<file path="config.mk">
export PLATFORM = sky130hd
export DESIGN_NAME = morse_character_encoder
export DESIGN_NICKNAME = d
export VERILOG_FILES = /design/src/rtl/core/mce_pkg.sv /design/src/rtl/core/mce_front.sv /design/src/rtl/core/mce_queue.sv /design/src/rtl/core/mce_back.sv /design/src/rtl/core/morse_character_encoder.sv
export VERILOG_INCLUDE_DIRS = /design/src /design/src/rtl/core
export SDC_FILE = /design/constraint.sdc
export NUM_CORES = 1
export LEC_CHECK = 0
export BUFFER_PORTS_ARGS = -buffer_cell sky130_fd_sc_hd__buf_2
export CAP_MARGIN = 20
export CORE_ASPECT_RATIO = 1.2
export CORE_MARGIN = 1.5
export CORE_UTILIZATION = 51
export CTS_CLUSTER_DIAMETER = 120
export DETAILED_ROUTE_END_ITERATION = 7
export PLACE_DENSITY = 0.84
export SYNTH_ARGS = -nofsm -noshare
export SYNTH_HDL_FRONTEND = slang
export SYNTH_SLANG_ARGS = --single-unit
</file>
<file path="constraint.sdc">
create_clock -name clk -period 3.2 [get_ports clk]
set_input_delay 0 -clock clk [delete_from_list [all_inputs] [get_ports clk]]
set_output_delay 0 -clock clk [all_outputs]
set_load 0.05 [all_outputs]
</file>
<file path="src/rtl/core/assert_macros.svh">
// ---------------------------------------------------------------------------
// Assertion macros
// Concurrent assertion wrappers clocked on clk, disabled during rst.
// ---------------------------------------------------------------------------
`ifndef ASSERT_MACROS_SVH
`define ASSERT_MACROS_SVH

`ifndef NO_ASSERTIONS

`define ASSERT_PROP(lbl, prop, msg) \
  lbl: assert property (@(posedge clk) disable iff (rst) (prop)) else $error(msg);

`define ASSERT_NEVER(lbl, cond, msg) \
  lbl: assert property (@(posedge clk) disable iff (rst) !(cond)) else $error(msg);

`else

`define ASSERT_PROP(lbl, prop, msg)

`define ASSERT_NEVER(lbl, cond, msg)

`endif

`endif

</file>
<file path="src/rtl/core/mce_pkg.sv">
// ---------------------------------------------------------------------------
// Morse encoder package
// Shared types, register codes and the character to Morse code table.
// ---------------------------------------------------------------------------
`timescale 1ns / 1ps

package mce_pkg;

  localparam int CFG_IDX_W = 3;
  localparam int DUR_W     = 16;
  localparam int SYM_MAX   = 5;
  localparam int QDEPTH    = 4;
  localparam int QPTR_W    = 2;
  localparam int QCNT_W    = 3;

  localparam logic [CFG_IDX_W-1:0] REG_DOT  = 3'd0;
  localparam logic [CFG_IDX_W-1:0] REG_DASH = 3'd1;
  localparam logic [CFG_IDX_W-1:0] REG_GAP  = 3'd2;
  localparam logic [CFG_IDX_W-1:0] REG_HOLD = 3'd3;

  localparam logic [DUR_W-1:0] DOT_RST  = 16'd800;
  localparam logic [DUR_W-1:0] DASH_RST = 16'd1600;
  localparam logic [DUR_W-1:0] GAP_RST  = 16'd1000;
  localparam logic [DUR_W-1:0] HOLD_RST = 16'd2000;

  // pattern[4] is the first symbol, 1 = dash
  typedef struct packed {
    logic       invalid;
    logic [2:0] len;
    logic [4:0] pattern;
  } desc_t;

  typedef struct packed {
    logic [DUR_W-1:0] dot_length;
    logic [DUR_W-1:0] dash_length;
    logic [DUR_W-1:0] gap_length;
    logic [DUR_W-1:0] invalid_hold;
  } cfg_t;

  function automatic desc_t morse_lookup(input logic [5:0] idx);
    desc_t d;
    d.invalid = 1'b0;
    case (idx)
      6'd0:  begin d.len = 3'd2; d.pattern = 5'b01000; end
      6'd1:  begin d.len = 3'd4; d.pattern = 5'b10000; end
      6'd2:  begin d.len = 3'd4; d.pattern = 5'b10100; end
      6'd3:  begin d.len = 3'd3; d.pattern = 5'b10000; end
      6'd4:  begin d.len = 3'd1; d.pattern = 5'b00000; end
      6'd5:  begin d.len = 3'd4; d.pattern = 5'b00100; end
      6'd6:  begin d.len = 3'd3; d.pattern = 5'b11000; end
      6'd7:  begin d.len = 3'd4; d.pattern = 5'b00000; end
      6'd8:  begin d.len = 3'd2; d.pattern = 5'b00000; end
      6'd9:  begin d.len = 3'd4; d.pattern = 5'b01110; end
      6'd10: begin d.len = 3'd3; d.pattern = 5'b10100; end
      6'd11: begin d.len = 3'd4; d.pattern = 5'b01000; end
      6'd12: begin d.len = 3'd2; d.pattern = 5'b11000; end
      6'd13: begin d.len = 3'd2; d.pattern = 5'b10000; end
      6'd14: begin d.len = 3'd3; d.pattern = 5'b11100; end
      6'd15: begin d.len = 3'd4; d.pattern = 5'b01100; end
      6'd16: begin d.len = 3'd4; d.pattern = 5'b11010; end
      6'd17: begin d.len = 3'd3; d.pattern = 5'b01000; end
      6'd18: begin d.len = 3'd3; d.pattern = 5'b00000; end
      6'd19: begin d.len = 3'd1; d.pattern = 5'b10000; end
      6'd20: begin d.len = 3'd3; d.pattern = 5'b00100; end
      6'd21: begin d.len = 3'd4; d.pattern = 5'b00010; end
      6'd22: begin d.len = 3'd3; d.pattern = 5'b01100; end
      6'd23: begin d.len = 3'd4; d.pattern = 5'b10010; end
      6'd24: begin d.len = 3'd4; d.pattern = 5'b10110; end
      6'd25: begin d.len = 3'd4; d.pattern = 5'b11000; end
      6'd26: begin d.len = 3'd5; d.pattern = 5'b11111; end
      6'd27: begin d.len = 3'd5; d.pattern = 5'b01111; end
      6'd28: begin d.len = 3'd5; d.pattern = 5'b00111; end
      6'd29: begin d.len = 3'd5; d.pattern = 5'b00011; end
      6'd30: begin d.len = 3'd5; d.pattern = 5'b00001; end
      6'd31: begin d.len = 3'd5; d.pattern = 5'b00000; end
      6'd32: begin d.len = 3'd5; d.pattern = 5'b10000; end
      6'd33: begin d.len = 3'd5; d.pattern = 5'b11000; end
      6'd34: begin d.len = 3'd5; d.pattern = 5'b11100; end
      6'd35: begin d.len = 3'd5; d.pattern = 5'b11110; end
      default: begin d.invalid = 1'b1; d.len = 3'd1; d.pattern = 5'b00000; end
    endcase
    return d;
  endfunction

endpackage

</file>
<file path="src/rtl/core/mce_front.sv">
// ---------------------------------------------------------------------------
// Morse encoder front end
// Accepts character codes, classifies them and pushes descriptors.
// ---------------------------------------------------------------------------
`timescale 1ns / 1ps

module mce_front (
  input  logic          clk,
  input  logic          rst,
  input  logic          in_valid,
  output logic          in_stall,
  input  logic [7:0]    char_code,
  input  logic          q_full,
  output logic          push,
  output mce_pkg::desc_t push_desc
);
  import mce_pkg::*;

  logic  held;
  desc_t desc;
  desc_t cls;
  logic [7:0] letter_idx;
  logic [7:0] digit_idx;

  assign push      = held && !q_full;
  assign in_stall  = held && q_full;
  assign push_desc = desc;

  assign letter_idx = char_code - 8'd65;
  assign digit_idx  = char_code - 8'd22;

  always_comb begin
    if (char_code inside {[8'd65:8'd90]}) begin
      cls = morse_lookup(letter_idx[5:0]);
    end else if (char_code inside {[8'd48:8'd57]}) begin
      cls = morse_lookup(digit_idx[5:0]);
    end else begin
      cls = morse_lookup(6'd63);
    end
  end

  always_ff @(posedge clk) begin
    if (rst) begin
      held <= 1'b0;
    end else if (!in_stall) begin
      held <= in_valid;
    end
  end

  always_ff @(posedge clk) begin
    if (in_valid && !in_stall) begin
      desc <= cls;
    end
  end

endmodule

</file>
<file path="src/rtl/core/mce_queue.sv">
// ---------------------------------------------------------------------------
// Morse encoder descriptor queue
// Small FIFO between the front end and the element sequencer.
// ---------------------------------------------------------------------------
`timescale 1ns / 1ps
`include "assert_macros.svh"

module mce_queue (
  input  logic           clk,
  input  logic           rst,
  input  logic           push,
  input  mce_pkg::desc_t push_desc,
  output logic           full,
  input  logic           pop,
  output logic           q_valid,
  output mce_pkg::desc_t head
);
  import mce_pkg::*;

  desc_t             mem [QDEPTH];
  logic [QPTR_W-1:0] wr_ptr;
  logic [QPTR_W-1:0] rd_ptr;
  logic [QCNT_W-1:0] count;

  assign full    = (count == QCNT_W'(QDEPTH));
  assign q_valid = (count != '0);
  assign head    = mem[rd_ptr];

  always_ff @(posedge clk) begin
    if (rst) begin
      wr_ptr <= '0;
      rd_ptr <= '0;
      count  <= '0;
    end else begin
      if (push) begin
        wr_ptr <= wr_ptr + 1'b1;
      end
      if (pop) begin
        rd_ptr <= rd_ptr + 1'b1;
      end
      case ({push, pop})
        2'b10:   count <= count + 1'b1;
        2'b01:   count <= count - 1'b1;
        default: count <= count;
      endcase
    end
  end

  always_ff @(posedge clk) begin
    if (push) begin
      mem[wr_ptr] <= push_desc;
    end
  end

  `ASSERT_NEVER(a_no_overflow, push && full && !pop, "push into full queue")
  `ASSERT_NEVER(a_no_underflow, pop && !q_valid, "pop from empty queue")
  `ASSERT_PROP(a_count_range, count <= QCNT_W'(QDEPTH), "queue count out of range")

endmodule

</file>
<file path="src/rtl/core/mce_back.sv">
// ---------------------------------------------------------------------------
// Morse encoder element sequencer
// Expands queued descriptors into tone and gap elements, one per cycle unless stalled.
// ---------------------------------------------------------------------------
`timescale 1ns / 1ps
`include "assert_macros.svh"

module mce_back (
  input  logic                    clk,
  input  logic                    rst,
  input  mce_pkg::cfg_t           cfg,
  input  logic                    q_valid,
  input  mce_pkg::desc_t          head,
  output logic                    pop,
  output logic                    out_valid,
  input  logic                    out_stall,
  output logic                    tone_on,
  output logic                    is_dash,
  output logic [mce_pkg::DUR_W-1:0] duration,
  output logic                    invalid,
  output logic                    last
);
  import mce_pkg::*;

  logic [2:0]       sym;
  logic             in_gap;
  logic             load;
  logic             e_tone;
  logic             e_dash;
  logic [DUR_W-1:0] e_dur;
  logic             e_inv;
  logic             e_last;
  logic [2:0]       bit_sel;

  assign load    = q_valid && (!out_valid || !out_stall);
  assign pop     = load && e_last;
  assign bit_sel = 3'd4 - sym;

  always_comb begin
    e_tone = 1'b0;
    e_dash = 1'b0;
    e_dur  = cfg.gap_length;
    e_inv  = 1'b0;
    e_last = 1'b0;
    if (head.invalid) begin
      e_dur  = cfg.invalid_hold;
      e_inv  = 1'b1;
      e_last = 1'b1;
    end else if (!in_gap) begin
      e_tone = 1'b1;
      e_dash = head.pattern[bit_sel];
      e_dur  = e_dash ? cfg.dash_length : cfg.dot_length;
      e_last = (sym == head.len - 3'd1);
    end
  end

  always_ff @(posedge clk) begin
    if (rst) begin
      out_valid <= 1'b0;
      sym       <= '0;
      in_gap    <= 1'b0;
    end else begin
      if (load) begin
        out_valid <= 1'b1;
      end else if (!out_stall) begin
        out_valid <= 1'b0;
      end
      if (load) begin
        if (e_last) begin
          sym    <= '0;
          in_gap <= 1'b0;
        end else if (in_gap) begin
          in_gap <= 1'b0;
        end else begin
          sym    <= sym + 3'd1;
          in_gap <= 1'b1;
        end
      end
    end
  end

  always_ff @(posedge clk) begin
    if (load) begin
      tone_on  <= e_tone;
      is_dash  <= e_dash;
      duration <= e_dur;
      invalid  <= e_inv;
      last     <= e_last;
    end
  end

  `ASSERT_PROP(a_sym_range, sym < 3'(SYM_MAX), "symbol index out of range")
  `ASSERT_PROP(a_inv_last, out_valid && invalid |-> last && !tone_on, "invalid not last")
  `ASSERT_PROP(a_gap_clear, (load && in_gap) |=> (!tone_on && !last), "gap element wrong")

endmodule

</file>
<file path="src/rtl/core/morse_character_encoder.sv">
// ---------------------------------------------------------------------------
// Morse character encoder
// Turns ASCII characters into runs of Morse tone and gap elements.
// ---------------------------------------------------------------------------
// A-Z and 0-9 expand to their International Morse run, with a silent gap
// element between symbols; any other code gives one silent element flagged
// invalid. The front end takes one character per cycle, unless stalled, into
// a four-deep descriptor queue; the sequencer emits one element per cycle
// unless the output stalls. A character of n symbols gives 2n-1 elements
// (1 to 9), an unsupported code one. Registers are written via cfg_write.
`timescale 1ns / 1ps

module morse_character_encoder (
  input  logic                              clk,
  input  logic                              rst,
  input  logic                              cfg_write,
  input  logic [mce_pkg::CFG_IDX_W-1:0]     cfg_index,
  input  logic [mce_pkg::DUR_W-1:0]         cfg_data,
  input  logic                              in_valid,
  output logic                              in_stall,
  input  logic [7:0]                        char_code,
  output logic                              out_valid,
  input  logic                              out_stall,
  output logic                              tone_on,
  output logic                              is_dash,
  output logic [mce_pkg::DUR_W-1:0]         duration,
  output logic                              invalid,
  output logic                              last
);
  import mce_pkg::*;

  cfg_t  cfg;
  desc_t push_desc;
  desc_t head;
  logic  push;
  logic  pop;
  logic  q_full;
  logic  q_valid;

  always_ff @(posedge clk) begin
    if (rst) begin
      cfg.dot_length   <= DOT_RST;
      cfg.dash_length  <= DASH_RST;
      cfg.gap_length   <= GAP_RST;
      cfg.invalid_hold <= HOLD_RST;
    end else if (cfg_write) begin
      case (cfg_index)
        REG_DOT:  cfg.dot_length   <= cfg_data;
        REG_DASH: cfg.dash_length  <= cfg_data;
        REG_GAP:  cfg.gap_length   <= cfg_data;
        REG_HOLD: cfg.invalid_hold <= cfg_data;
        default:  ;
      endcase
    end
  end

  mce_front u_front (
    .clk       (clk),
    .rst       (rst),
    .in_valid  (in_valid),
    .in_stall  (in_stall),
    .char_code (char_code),
    .q_full    (q_full),
    .push      (push),
    .push_desc (push_desc)
  );

  mce_queue u_queue (
    .clk       (clk),
    .rst       (rst),
    .push      (push),
    .push_desc (push_desc),
    .full      (q_full),
    .pop       (pop),
    .q_valid   (q_valid),
    .head      (head)
  );

  mce_back u_back (
    .clk       (clk),
    .rst       (rst),
    .cfg       (cfg),
    .q_valid   (q_valid),
    .head      (head),
    .pop       (pop),
    .out_valid (out_valid),
    .out_stall (out_stall),
    .tone_on   (tone_on),
    .is_dash   (is_dash),
    .duration  (duration),
    .invalid   (invalid),
    .last      (last)
  );

endmodule

</file>
==> report_table.html, run 1 <==
<table>
<tr><th>Metric</th><th>Value</th></tr>
<tr><th colspan="2">Outcome</th></tr>
<tr><td>Run status</td><td>finished clean</td></tr>
<tr><th colspan="2">Synthesis</th></tr>
<tr><td>Count of state elements after synthesis</td><td>144</td></tr>
<tr><td>Synth Area per Inst</td><td>8.89 sq um</td></tr>
<tr><td>Post-synthesis instance area</td><td>7660 sq um</td></tr>
<tr><td>Fraction of post-synthesis cell area in the top cell type by area</td><td>25.5%</td></tr>
<tr><td>Dominant register cell in the synthesized netlist</td><td>sky130_fd_sc_hd__dfxtp_1</td></tr>
<tr><td>Ys Warns</td><td>0</td></tr>
<tr><td>Post-synthesis compound-gate area fraction</td><td>18.6%</td></tr>
<tr><td>Library cell with the highest instance count after synthesis</td><td>sky130_fd_sc_hd__nand2_1</td></tr>
<tr><td>Multiplexer area fraction after synthesis</td><td>5.12%</td></tr>
<tr><td>Post-synth cell types</td><td>77</td></tr>
<tr><td>Combinational family with the most area after synthesis</td><td>simple AND/OR/NAND/NOR gates</td></tr>
<tr><td>Biggest area consumer among synthesized cells</td><td>sky130_fd_sc_hd__edfxtp_1</td></tr>
<tr><td>Most numerous cell types in the synthesized netlist</td><td>sky130_fd_sc_hd__nand2_1, sky130_fd_sc_hd__a21oi_1, sky130_fd_sc_hd__dfxtp_1</td></tr>
<tr><td>Sequential fraction of the synthesis area</td><td>46.2%</td></tr>
<tr><td>EDFF count, synth</td><td>65</td></tr>
<tr><td>Async SR Flop Fraction</td><td>0%</td></tr>
<tr><td>Post-synth net total</td><td>905</td></tr>
<tr><td>Cell count after synthesis</td><td>861</td></tr>
<tr><td>Share of synthesized cell area in and, or, nand and nor gates</td><td>20.9%</td></tr>
<tr><td>Most area-consuming cells after synthesis</td><td>sky130_fd_sc_hd__edfxtp_1, sky130_fd_sc_hd__dfxtp_1, sky130_fd_sc_hd__nand2_1</td></tr>
<tr><td>Adder and majority cell fraction of the synthesized area</td><td>2.06%</td></tr>
<tr><td>Xor-xnor portion of the synthesized cell area</td><td>2.06%</td></tr>
<tr><th colspan="2">Routing</th></tr>
<tr><td>Initial DRC count</td><td>787</td></tr>
<tr><td>Number of DRC violations after detailed routing</td><td>0</td></tr>
<tr><td>Average routed wire per standard cell</td><td>17.3 microns</td></tr>
<tr><td>ANT nets after route</td><td>0</td></tr>
<tr><td>Via count</td><td>6850</td></tr>
<tr><td>Average via count per standard cell</td><td>6.06</td></tr>
<tr><td>Length of the first detailed-routing pass in iterations</td><td>5</td></tr>
<tr><td>Sum of routed wire length over all layers</td><td>19500 microns</td></tr>
<tr><th colspan="2">CTS</th></tr>
<tr><td>Number of H-tree levels</td><td>4</td></tr>
<tr><td>Clock slew seen by the registers of the worst setup and hold paths</td><td>60 ps</td></tr>
<tr><td>Num Clock Sinks</td><td>144</td></tr>
<tr><td>Number of buffers on the longest clock path</td><td>2</td></tr>
<tr><td>Number of CTS-inserted buffers</td><td>17</td></tr>
<tr><td>Source-to-sink clock delay at the later pin of the worst-skew pair</td><td>420 ps</td></tr>
<tr><td>Clock tree from TritonCTS</td><td>built</td></tr>
<tr><td>Master cell of the clock root buffer</td><td>sky130_fd_sc_hd__clkbuf_16</td></tr>
<tr><th colspan="2">Floorplan</th></tr>
<tr><td>Initial Util</td><td>52.7%</td></tr>
<tr><td>Row count</td><td>48</td></tr>
<tr><td>Total die area</td><td>15800 sq um</td></tr>
<tr><td>Horizontal die dimension</td><td>115 microns</td></tr>
<tr><td>Ports placed on the boundary</td><td>54</td></tr>
<tr><td>Area inside the core boundary</td><td>14500 sq um</td></tr>
<tr><td>Die extent in y</td><td>137 microns</td></tr>
<tr><th colspan="2">Worst setup path</th></tr>
<tr><td>Crit path max-delay cell type</td><td>sky130_fd_sc_hd__mux4_2</td></tr>
<tr><td>Register-to-register path setup slack</td><td>6 ps</td></tr>
<tr><td>Critical Path Fanout Max</td><td>3</td></tr>
<tr><td>Cell breakdown of the critical path</td><td>mux4_2 &gt; inv_2 &gt; ha_4 &gt; xnor2_2 &gt; xnor2_1 &gt; or3_4 &gt; a21oi_4 &gt; ha_4 &gt; inv_2 &gt; fa_2 &gt; xor2_1 &gt; or3_1 &gt; a21oi_1</td></tr>
<tr><td>Register-to-Register Path Depth</td><td>13</td></tr>
<tr><td>Required time of the critical path</td><td>3540 ps</td></tr>
<tr><td>Category of cells accounting for the largest share of critical-path delay</td><td>simple AND/OR/NAND/NOR gates</td></tr>
<tr><td>Endpoint of the most critical setup path</td><td>u_queue.count[2]</td></tr>
<tr><td>Crit path depth</td><td>13</td></tr>
<tr><td>Setup CP Type</td><td>reg -&gt; reg</td></tr>
<tr><td>R2r endpoint</td><td>u_queue.count[2]</td></tr>
<tr><td>WP data arrival</td><td>3530 ps</td></tr>
<tr><td>Category of the worst setup path capture point</td><td>flop</td></tr>
<tr><td>Delay of the slowest cell on the worst path</td><td>530 ps</td></tr>
<tr><td>Crit path launch type</td><td>flop</td></tr>
<tr><td>Bufs and invs on worst path</td><td>2</td></tr>
<tr><th colspan="2">Placed design</th></tr>
<tr><td>Final RePlAce weighted congestion</td><td>0.978</td></tr>
<tr><td>IO Port Bufs</td><td>53</td></tr>
<tr><td>Placed inst area</td><td>8090 sq um</td></tr>
<tr><td>Post-DP HPWL</td><td>12300 microns</td></tr>
<tr><th colspan="2">Timing</th></tr>
<tr><td>Worst slew margin</td><td>42.8%</td></tr>
<tr><td>Final Hold Fails</td><td>0</td></tr>
<tr><td>Share of the clock period used by the worst path</td><td>99.8%</td></tr>
<tr><td>Setup repair after global routing missed its margin</td><td>yes</td></tr>
<tr><td>Achievable Freq</td><td>313 MHz</td></tr>
<tr><td>Layout Skew</td><td>8.84 ps</td></tr>
<tr><td>Finish-stage setup viols</td><td>0</td></tr>
<tr><td>Slew of the pin with the lowest slew margin</td><td>859 ps</td></tr>
<tr><td>Final sum of negative setup slack</td><td>0 ps</td></tr>
<tr><td>Final Critical Period</td><td>3190 ps</td></tr>
<tr><td>Slew Viols, Final</td><td>0</td></tr>
<tr><td>WHS</td><td>172 ps</td></tr>
<tr><th colspan="2">Finish</th></tr>
<tr><td>Area added between synthesis and finish</td><td>16.2%</td></tr>
<tr><td>Proportion of layout cells with a drive suffix above 1</td><td>15.7%</td></tr>
<tr><td>Count of filler cells inserted in the layout</td><td>1168</td></tr>
<tr><td>Number of antenna diodes</td><td>0</td></tr>
<tr><td>Post-Layout Inst Area</td><td>8900 sq um</td></tr>
<tr><td>Net count of the finished layout</td><td>961</td></tr>
<tr><th colspan="2">Global route</th></tr>
<tr><td>Via count of the first global-routing pass</td><td>6452</td></tr>
<tr><td>Remaining global-route overflow</td><td>0</td></tr>
<tr><td>Maximum number of pins on one net before global-route repair</td><td>47</td></tr>
<tr><td>Global-route wire length before repair</td><td>31400 microns</td></tr>
<tr><td>Gr usage total</td><td>25.3%</td></tr>
<tr><td>Initial antenna violation count</td><td>0</td></tr>
<tr><th colspan="2">Worst hold path</th></tr>
<tr><td>Class of the most critical hold timing path</td><td>in -&gt; reg</td></tr>
<tr><th colspan="2">Run</th></tr>
<tr><td>Max capacitance violation total</td><td>0</td></tr>
<tr><th colspan="2">Power and ir drop</th></tr>
<tr><td>Power density over the cells</td><td>709 nW/um^2</td></tr>
<tr><td>Maximum vdd drop</td><td>0.000404 V</td></tr>
<tr><td>Static leakage</td><td>3.22 nW</td></tr>
</table>
[how the worst min path moves through the flow]
stage / startpoint / to / slack [ps] / cells after the start
after global routing: cfg_index[1] / cfg[50] / 190 / 5
final: cfg_index[1] / cfg[51] / 170 / 5
after floorplan: in_valid / u_front.held / 120 / 2
after global placement: cfg_data[10] / cfg[42] / 260 / 3
after detailed placement: cfg_data[10] / cfg[42] / 270 / 3
after CTS: cfg_index[1] / cfg[51] / 150 / 5
[metrics by stage]
stage | utilization (%) | power (mW) | cells | setup slack (ps)
floorplan | - | 3.93 | 861 | 31.3
global placement | 55.6 | 4.33 | 1073 | 21.2
detailed placement | 55.6 | 4.38 | 1073 | -97.3
CTS | 61.0 | 6.26 | 1127 | 10.4
global route | 61.2 | 6.56 | 1130 | -75.0
finish | 61.2 | 6.31 | 1130 | 6.18
[where the power goes]
| part | total, mW | internal (mW) | switching [mW] | leakage [nW] |
|---|---|---|---|---|
| Sequential | 2.33 | 2.22 | 0.110 | 1.24 |
| Combinational | 2.16 | 0.710 | 1.45 | 1.72 |
| Clock | 1.81 | 1.06 | 0.753 | 0.262 |
[routing by layer]
layer / vias to the layer above / global-route usage (%) / share of wire, %
met1: 3264 / 29.7 / 39
met3: 57 / 4.31 / 6.4
met2: 336 / 44.8 / 52
met4: 0 / 12.4 / 3.0
met5: - / 0 / 0
li1: 3193 / - / -
[registers in the layout, indices dropped and copies added (netlist names), named ones only]
name               count
u_back.duration       16
u_back.is_dash         1
u_back.tone_on         1
cfg                   64
u_back.sym             3
u_queue.count          3
u_back.last            1
u_back.invalid         1
u_queue.wr_ptr         2
u_queue.rd_ptr         2
u_back.in_gap          1
u_front.held           1
u_queue.mem           36
u_front.push_desc      9
u_back.out_valid       1
[logic make-up after synthesis]
kind of cell | Yosys count
muxes | 27
adders and majority gates | 12
and+or+nand+nor | 350
xor gates and xnor gates | 18
buffers and inverters | 90
AOI/OAI and AO/OA | 220
DFF | 144
[cell usage in the layout (no fill, tap or decap), types with 11 or more instances in the layout]
| master | Yosys | routed |
|---|---|---|
| sky130_fd_sc_hd__a21oi_1 | 82 | 81 |
| sky130_fd_sc_hd__buf_2 | 14 | 53 |
| sky130_fd_sc_hd__buf_4 | 1 | 32 |
| sky130_fd_sc_hd__clkbuf_16 | 0 | 17 |
| sky130_fd_sc_hd__dfxtp_1 | 79 | 78 |
| sky130_fd_sc_hd__dlygate4sd3_1 | 0 | 18 |
| sky130_fd_sc_hd__edfxtp_1 | 65 | 65 |
| sky130_fd_sc_hd__inv_1 | 20 | 18 |
| sky130_fd_sc_hd__mux2i_1 | 17 | 17 |
| sky130_fd_sc_hd__nand2_1 | 194 | 194 |
| sky130_fd_sc_hd__nand2b_1 | 16 | 16 |
| sky130_fd_sc_hd__nand3b_1 | 19 | 19 |
| sky130_fd_sc_hd__nor2_1 | 45 | 45 |
| sky130_fd_sc_hd__nor3_1 | 17 | 16 |
| sky130_fd_sc_hd__o21ai_0 | 40 | 40 |
| sky130_fd_sc_hd__o221ai_1 | 16 | 16 |
| sky130_fd_sc_hd__xnor2_1 | 12 | 11 |
[timing repair]
item	4_1_cts	5_1_grt
hold buffers	18	0
gates resized for setup	6	1
pin swaps	4	5
hold endpoints to repair	66	0
setup endpoints to repair	1	1
setup buffers	4	3
[tightest hold or removal path: cells and delay by family]
kind	cells	cell delay, ps
buffers and inverters	2	340
and+or+nand+nor	2	140
AOI/OAI and AO/OA	1	50
[final cells by class]
| class | count | area, sq um | area share, % |
|---|---|---|---|
| clock inverters | 15 | 120 | 1.35 |
| inverters | 24 | 95.1 | 1.07 |
| flip-flops and latches | 144 | 3540 | 39.7 |
| well taps | 200 | 250 | 2.81 |
| clock buffers | 17 | 425 | 4.78 |
| repair buffers | 103 | 686 | 7.71 |
| multi-input cells | 627 | 3780 | 42.5 |
Power figures use the tool's default switching activity.
==> inputs of run 2 (changes only) <==
Settings changed: CELL_PAD_IN_SITES_DETAIL_PLACEMENT set to 1, CELL_PAD_IN_SITES_GLOBAL_PLACEMENT set to 1, CORE_UTILIZATION 51 to 42, PLACE_DENSITY 0.84 to 0.88.
==> report_table.html, run 2 (same netlist as run 1, synthesis figures left out) <==
<table>
<tr><th>Metric</th><th>Value</th></tr>
<tr><th colspan="2">Worst hold path</th></tr>
<tr><td>Number of instances on the worst hold path</td><td>5 (unchanged)</td></tr>
<tr><td>Class of the most critical hold timing path</td><td>in -&gt; reg</td></tr>
<tr><td>Critical hold path startpoint</td><td>char_code[7]</td></tr>
<tr><th colspan="2">Run</th></tr>
<tr><td>Max capacitance violation total</td><td>0 (unchanged)</td></tr>
<tr><th colspan="2">Worst setup path</th></tr>
<tr><td>Worst reg2reg startpoint</td><td>u_queue.mem[1][5]</td></tr>
<tr><td>Register-to-Register Path Depth</td><td>13 (unchanged)</td></tr>
<tr><td>Beginning of the critical path</td><td>u_queue.mem[1][5]</td></tr>
<tr><td>Crit path launch type</td><td>flop</td></tr>
<tr><td>Category of the worst setup path capture point</td><td>flop</td></tr>
<tr><td>Critical Path Fanout Max</td><td>2 (-1)</td></tr>
<tr><td>Setup CP Type</td><td>reg -&gt; reg</td></tr>
<tr><td>Required time of the critical path</td><td>3550 ps (about the same)</td></tr>
<tr><td>WP data arrival</td><td>3590 ps (+60 ps)</td></tr>
<tr><th colspan="2">Timing</th></tr>
<tr><td>Achievable Freq</td><td>309 MHz (-1.2%)</td></tr>
<tr><td>Post-route worst setup slack</td><td>-31.8 ps (-37.9 ps)</td></tr>
<tr><td>Finish-stage setup viols</td><td>1 (+1)</td></tr>
<tr><td>Final Critical Period</td><td>3230 ps (+37.9 ps)</td></tr>
<tr><td>Share of the clock period used by the worst path</td><td>101% (+1.2 points)</td></tr>
<tr><td>Setup repair after global routing missed its margin</td><td>yes</td></tr>
<tr><td>Slew Viols, Final</td><td>0 (unchanged)</td></tr>
<tr><td>Layout Skew</td><td>10.8 ps (+1.97 ps)</td></tr>
<tr><td>Slew of the pin with the lowest slew margin</td><td>971 ps (+112 ps)</td></tr>
<tr><td>Final Hold Fails</td><td>0 (unchanged)</td></tr>
<tr><td>Final sum of negative setup slack</td><td>-31.8 ps (-31.8 ps)</td></tr>
<tr><td>Worst slew margin</td><td>35.3% (-7.5 points)</td></tr>
<tr><th colspan="2">Routing</th></tr>
<tr><td>Sum of routed wire length over all layers</td><td>24700 microns (+26%)</td></tr>
<tr><td>Average via count per standard cell</td><td>6.04 (-0.29%)</td></tr>
<tr><td>Via count</td><td>6987 (+2.0%)</td></tr>
<tr><td>Average routed wire per standard cell</td><td>21.4 microns (+24%)</td></tr>
<tr><td>Length of the first detailed-routing pass in iterations</td><td>5 (unchanged)</td></tr>
<tr><td>ANT nets after route</td><td>0 (unchanged)</td></tr>
<tr><td>Initial DRC count</td><td>455 (-42%)</td></tr>
<tr><td>Number of DRC violations after detailed routing</td><td>0 (unchanged)</td></tr>
<tr><th colspan="2">Finish</th></tr>
<tr><td>Fraction of the core area covered by cells at the end of the flow</td><td>50.8% (-10 points)</td></tr>
<tr><td>Net count of the finished layout</td><td>967 (+0.62%)</td></tr>
<tr><td>Area added between synthesis and finish</td><td>17.6%</td></tr>
<tr><td>Total area of multi-input combinational cells</td><td>3790 sq um (about the same)</td></tr>
<tr><td>Largest register FFs</td><td>64 (unchanged)</td></tr>
<tr><td>Area taken by flip-flops and latches</td><td>3530 sq um (about the same)</td></tr>
<tr><td>Count of filler cells inserted in the layout</td><td>2049 (+75%)</td></tr>
<tr><td>Post-Layout Inst Area</td><td>9000 sq um (+1.1%)</td></tr>
<tr><td>Proportion of layout cells with a drive suffix above 1</td><td>16.1% (+0.43 points)</td></tr>
<tr><td>Number of antenna diodes</td><td>0 (unchanged)</td></tr>
<tr><td>Most frequent standard cell in the layout excluding fill and tap cells</td><td>sky130_fd_sc_hd__nand2_1</td></tr>
<tr><td>Registers with the highest flip-flop counts</td><td>cfg x64, u_queue.mem x36, u_back.duration x16</td></tr>
<tr><td>Commonest cells after routing, fill and taps aside</td><td>sky130_fd_sc_hd__nand2_1, sky130_fd_sc_hd__a21oi_1, sky130_fd_sc_hd__dfxtp_1</td></tr>
<tr><td>Most flop-heavy register</td><td>cfg</td></tr>
<tr><th colspan="2">CTS</th></tr>
<tr><td>Master cell of the clock root buffer</td><td>sky130_fd_sc_hd__clkbuf_16</td></tr>
<tr><td>Number of buffers on the longest clock path</td><td>2 (unchanged)</td></tr>
<tr><td>Source-to-sink clock delay at the later pin of the worst-skew pair</td><td>430 ps (about the same)</td></tr>
<tr><td>Clock tree from TritonCTS</td><td>built</td></tr>
<tr><td>Number of H-tree levels</td><td>4 (unchanged)</td></tr>
<tr><td>Clock slew seen by the registers of the worst setup and hold paths</td><td>60 ps (about the same)</td></tr>
<tr><td>Number of CTS-inserted buffers</td><td>17 (unchanged)</td></tr>
<tr><td>Num Clock Sinks</td><td>144 (unchanged)</td></tr>
<tr><th colspan="2">Placed design</th></tr>
<tr><td>IO Port Bufs</td><td>53 (unchanged)</td></tr>
<tr><td>Placed inst area</td><td>8130 sq um (+0.59%)</td></tr>
<tr><td>Final RePlAce weighted congestion</td><td>0.879 (-10%)</td></tr>
<tr><td>Post-DP HPWL</td><td>14800 microns (+21%)</td></tr>
<tr><th colspan="2">Floorplan</th></tr>
<tr><td>Row count</td><td>53 (+10%)</td></tr>
<tr><td>Die extent in y</td><td>151 microns (+10%)</td></tr>
<tr><td>Total die area</td><td>19100 sq um (+21%)</td></tr>
<tr><td>Horizontal die dimension</td><td>126 microns (+9.9%)</td></tr>
<tr><td>Initial Util</td><td>43.2% (-9.4 points)</td></tr>
<tr><td>Ports placed on the boundary</td><td>54 (unchanged)</td></tr>
<tr><td>Area inside the core boundary</td><td>17700 sq um (+22%)</td></tr>
<tr><th colspan="2">Power and ir drop</th></tr>
<tr><td>Static leakage</td><td>3.26 nW (+1.2%)</td></tr>
<tr><td>Maximum vdd drop</td><td>0.000429 V (+6.1%)</td></tr>
<tr><td>Power density over the cells</td><td>741 nW/um^2 (+4.6%)</td></tr>
<tr><th colspan="2">Global route</th></tr>
<tr><td>Global-route wire length before repair</td><td>39600 microns (+26%)</td></tr>
<tr><td>Via count of the first global-routing pass</td><td>7360 (+14%)</td></tr>
<tr><td>Initial antenna violation count</td><td>0 (unchanged)</td></tr>
<tr><td>Remaining global-route overflow</td><td>0 (unchanged)</td></tr>
<tr><td>Maximum number of pins on one net before global-route repair</td><td>51 (+8.5%)</td></tr>
<tr><td>Gr usage total</td><td>27.0% (+1.6 points)</td></tr>
<tr><th colspan="2">Outcome</th></tr>
<tr><td>Run status</td><td>finished, violations left</td></tr>
<tr><td>Violated checks</td><td>setup timing</td></tr>
</table>
## run 2: cell types whose count changed in the layout (fill, tap and decap cells not counted), moves of 2 or more
cell                       delta
sky130_fd_sc_hd__clkbuf_8     +2
sky130_fd_sc_hd__inv_6        -2
sky130_fd_sc_hd__clkinv_2     -4
sky130_fd_sc_hd__clkbuf_1     +4
sky130_fd_sc_hd__buf_4        +6
## run 2: timing repair
action                                 4_1_cts  5_1_grt
endpoints found under the hold margin       66        0
hold buffers                                18        0
setup buffers                                8        4
setup endpoints to repair                    2        4
resized for setup                            6        1
pin swaps                                    3        6
## run 2: final cells by class
| type | instances | share of cell area [%] |
|---|---|---|
| Clock buffer | 23 | 5.20 |
| Clock inverter | 9 | 1.22 |
| Inverter | 24 | 1.06 |
| Multi-Input combinational cell | 627 | 42.1 |
| Sequential cell | 144 | 39.3 |
| Tap cell | 220 | 3.06 |
| Timing Repair Buffer | 109 | 8.12 |
## run 2: routing by layer
layer	vias to the layer above	wire, microns	GRT usage (%)
met5	-	0	0
met4	0	993	14.0
met2	261	12700	49.5
met1	3454	9780	30.4
li1	3200	-	-
met3	72	1240	4.20
## run 2: stage by stage
stage	instances	power, mW	hold WS, ps	setup WS (ps)
6_report	1156	6.67	128	-31.8
5_1_grt	1156	6.90	171	-182
4_1_cts	1154	6.60	128	-58.7
3_5_place_dp	1096	4.51	263	-128
3_3_place_gp	1096	4.41	259	73.1
2_1_floorplan	861	3.93	121	31.3
## run 2: path summary, 6_finish.rpt
check / endpoint / slack [ps]
worst max-delay path: u_queue.count[2] / -30
worst min register to register: cfg[30] / 460
worst max register to register: u_queue.count[2] / -30
worst min-delay path: u_front.push_desc[8] / 130
## run 2: critical path, stage by stage, from the launching register on
cell	delay [ps]
sky130_fd_sc_hd__edfxtp_1	410
sky130_fd_sc_hd__mux4_2	510
sky130_fd_sc_hd__inv_2	110
sky130_fd_sc_hd__ha_4	210
sky130_fd_sc_hd__xor2_2	140
sky130_fd_sc_hd__nand2b_1	110
sky130_fd_sc_hd__or3_4	360
sky130_fd_sc_hd__a21oi_4	140
sky130_fd_sc_hd__ha_2	200
sky130_fd_sc_hd__inv_2	40
sky130_fd_sc_hd__fa_2	330
sky130_fd_sc_hd__xor2_1	150
sky130_fd_sc_hd__or3_1	320
sky130_fd_sc_hd__a21oi_1	130
## run 2: where the power goes
part	internal [mW]	switching, mW	leakage [nW]
combinational	0.769	1.56	1.74
clock	1.19	0.790	0.273
sequential	2.22	0.137	1.24
total	4.18	2.49	3.26
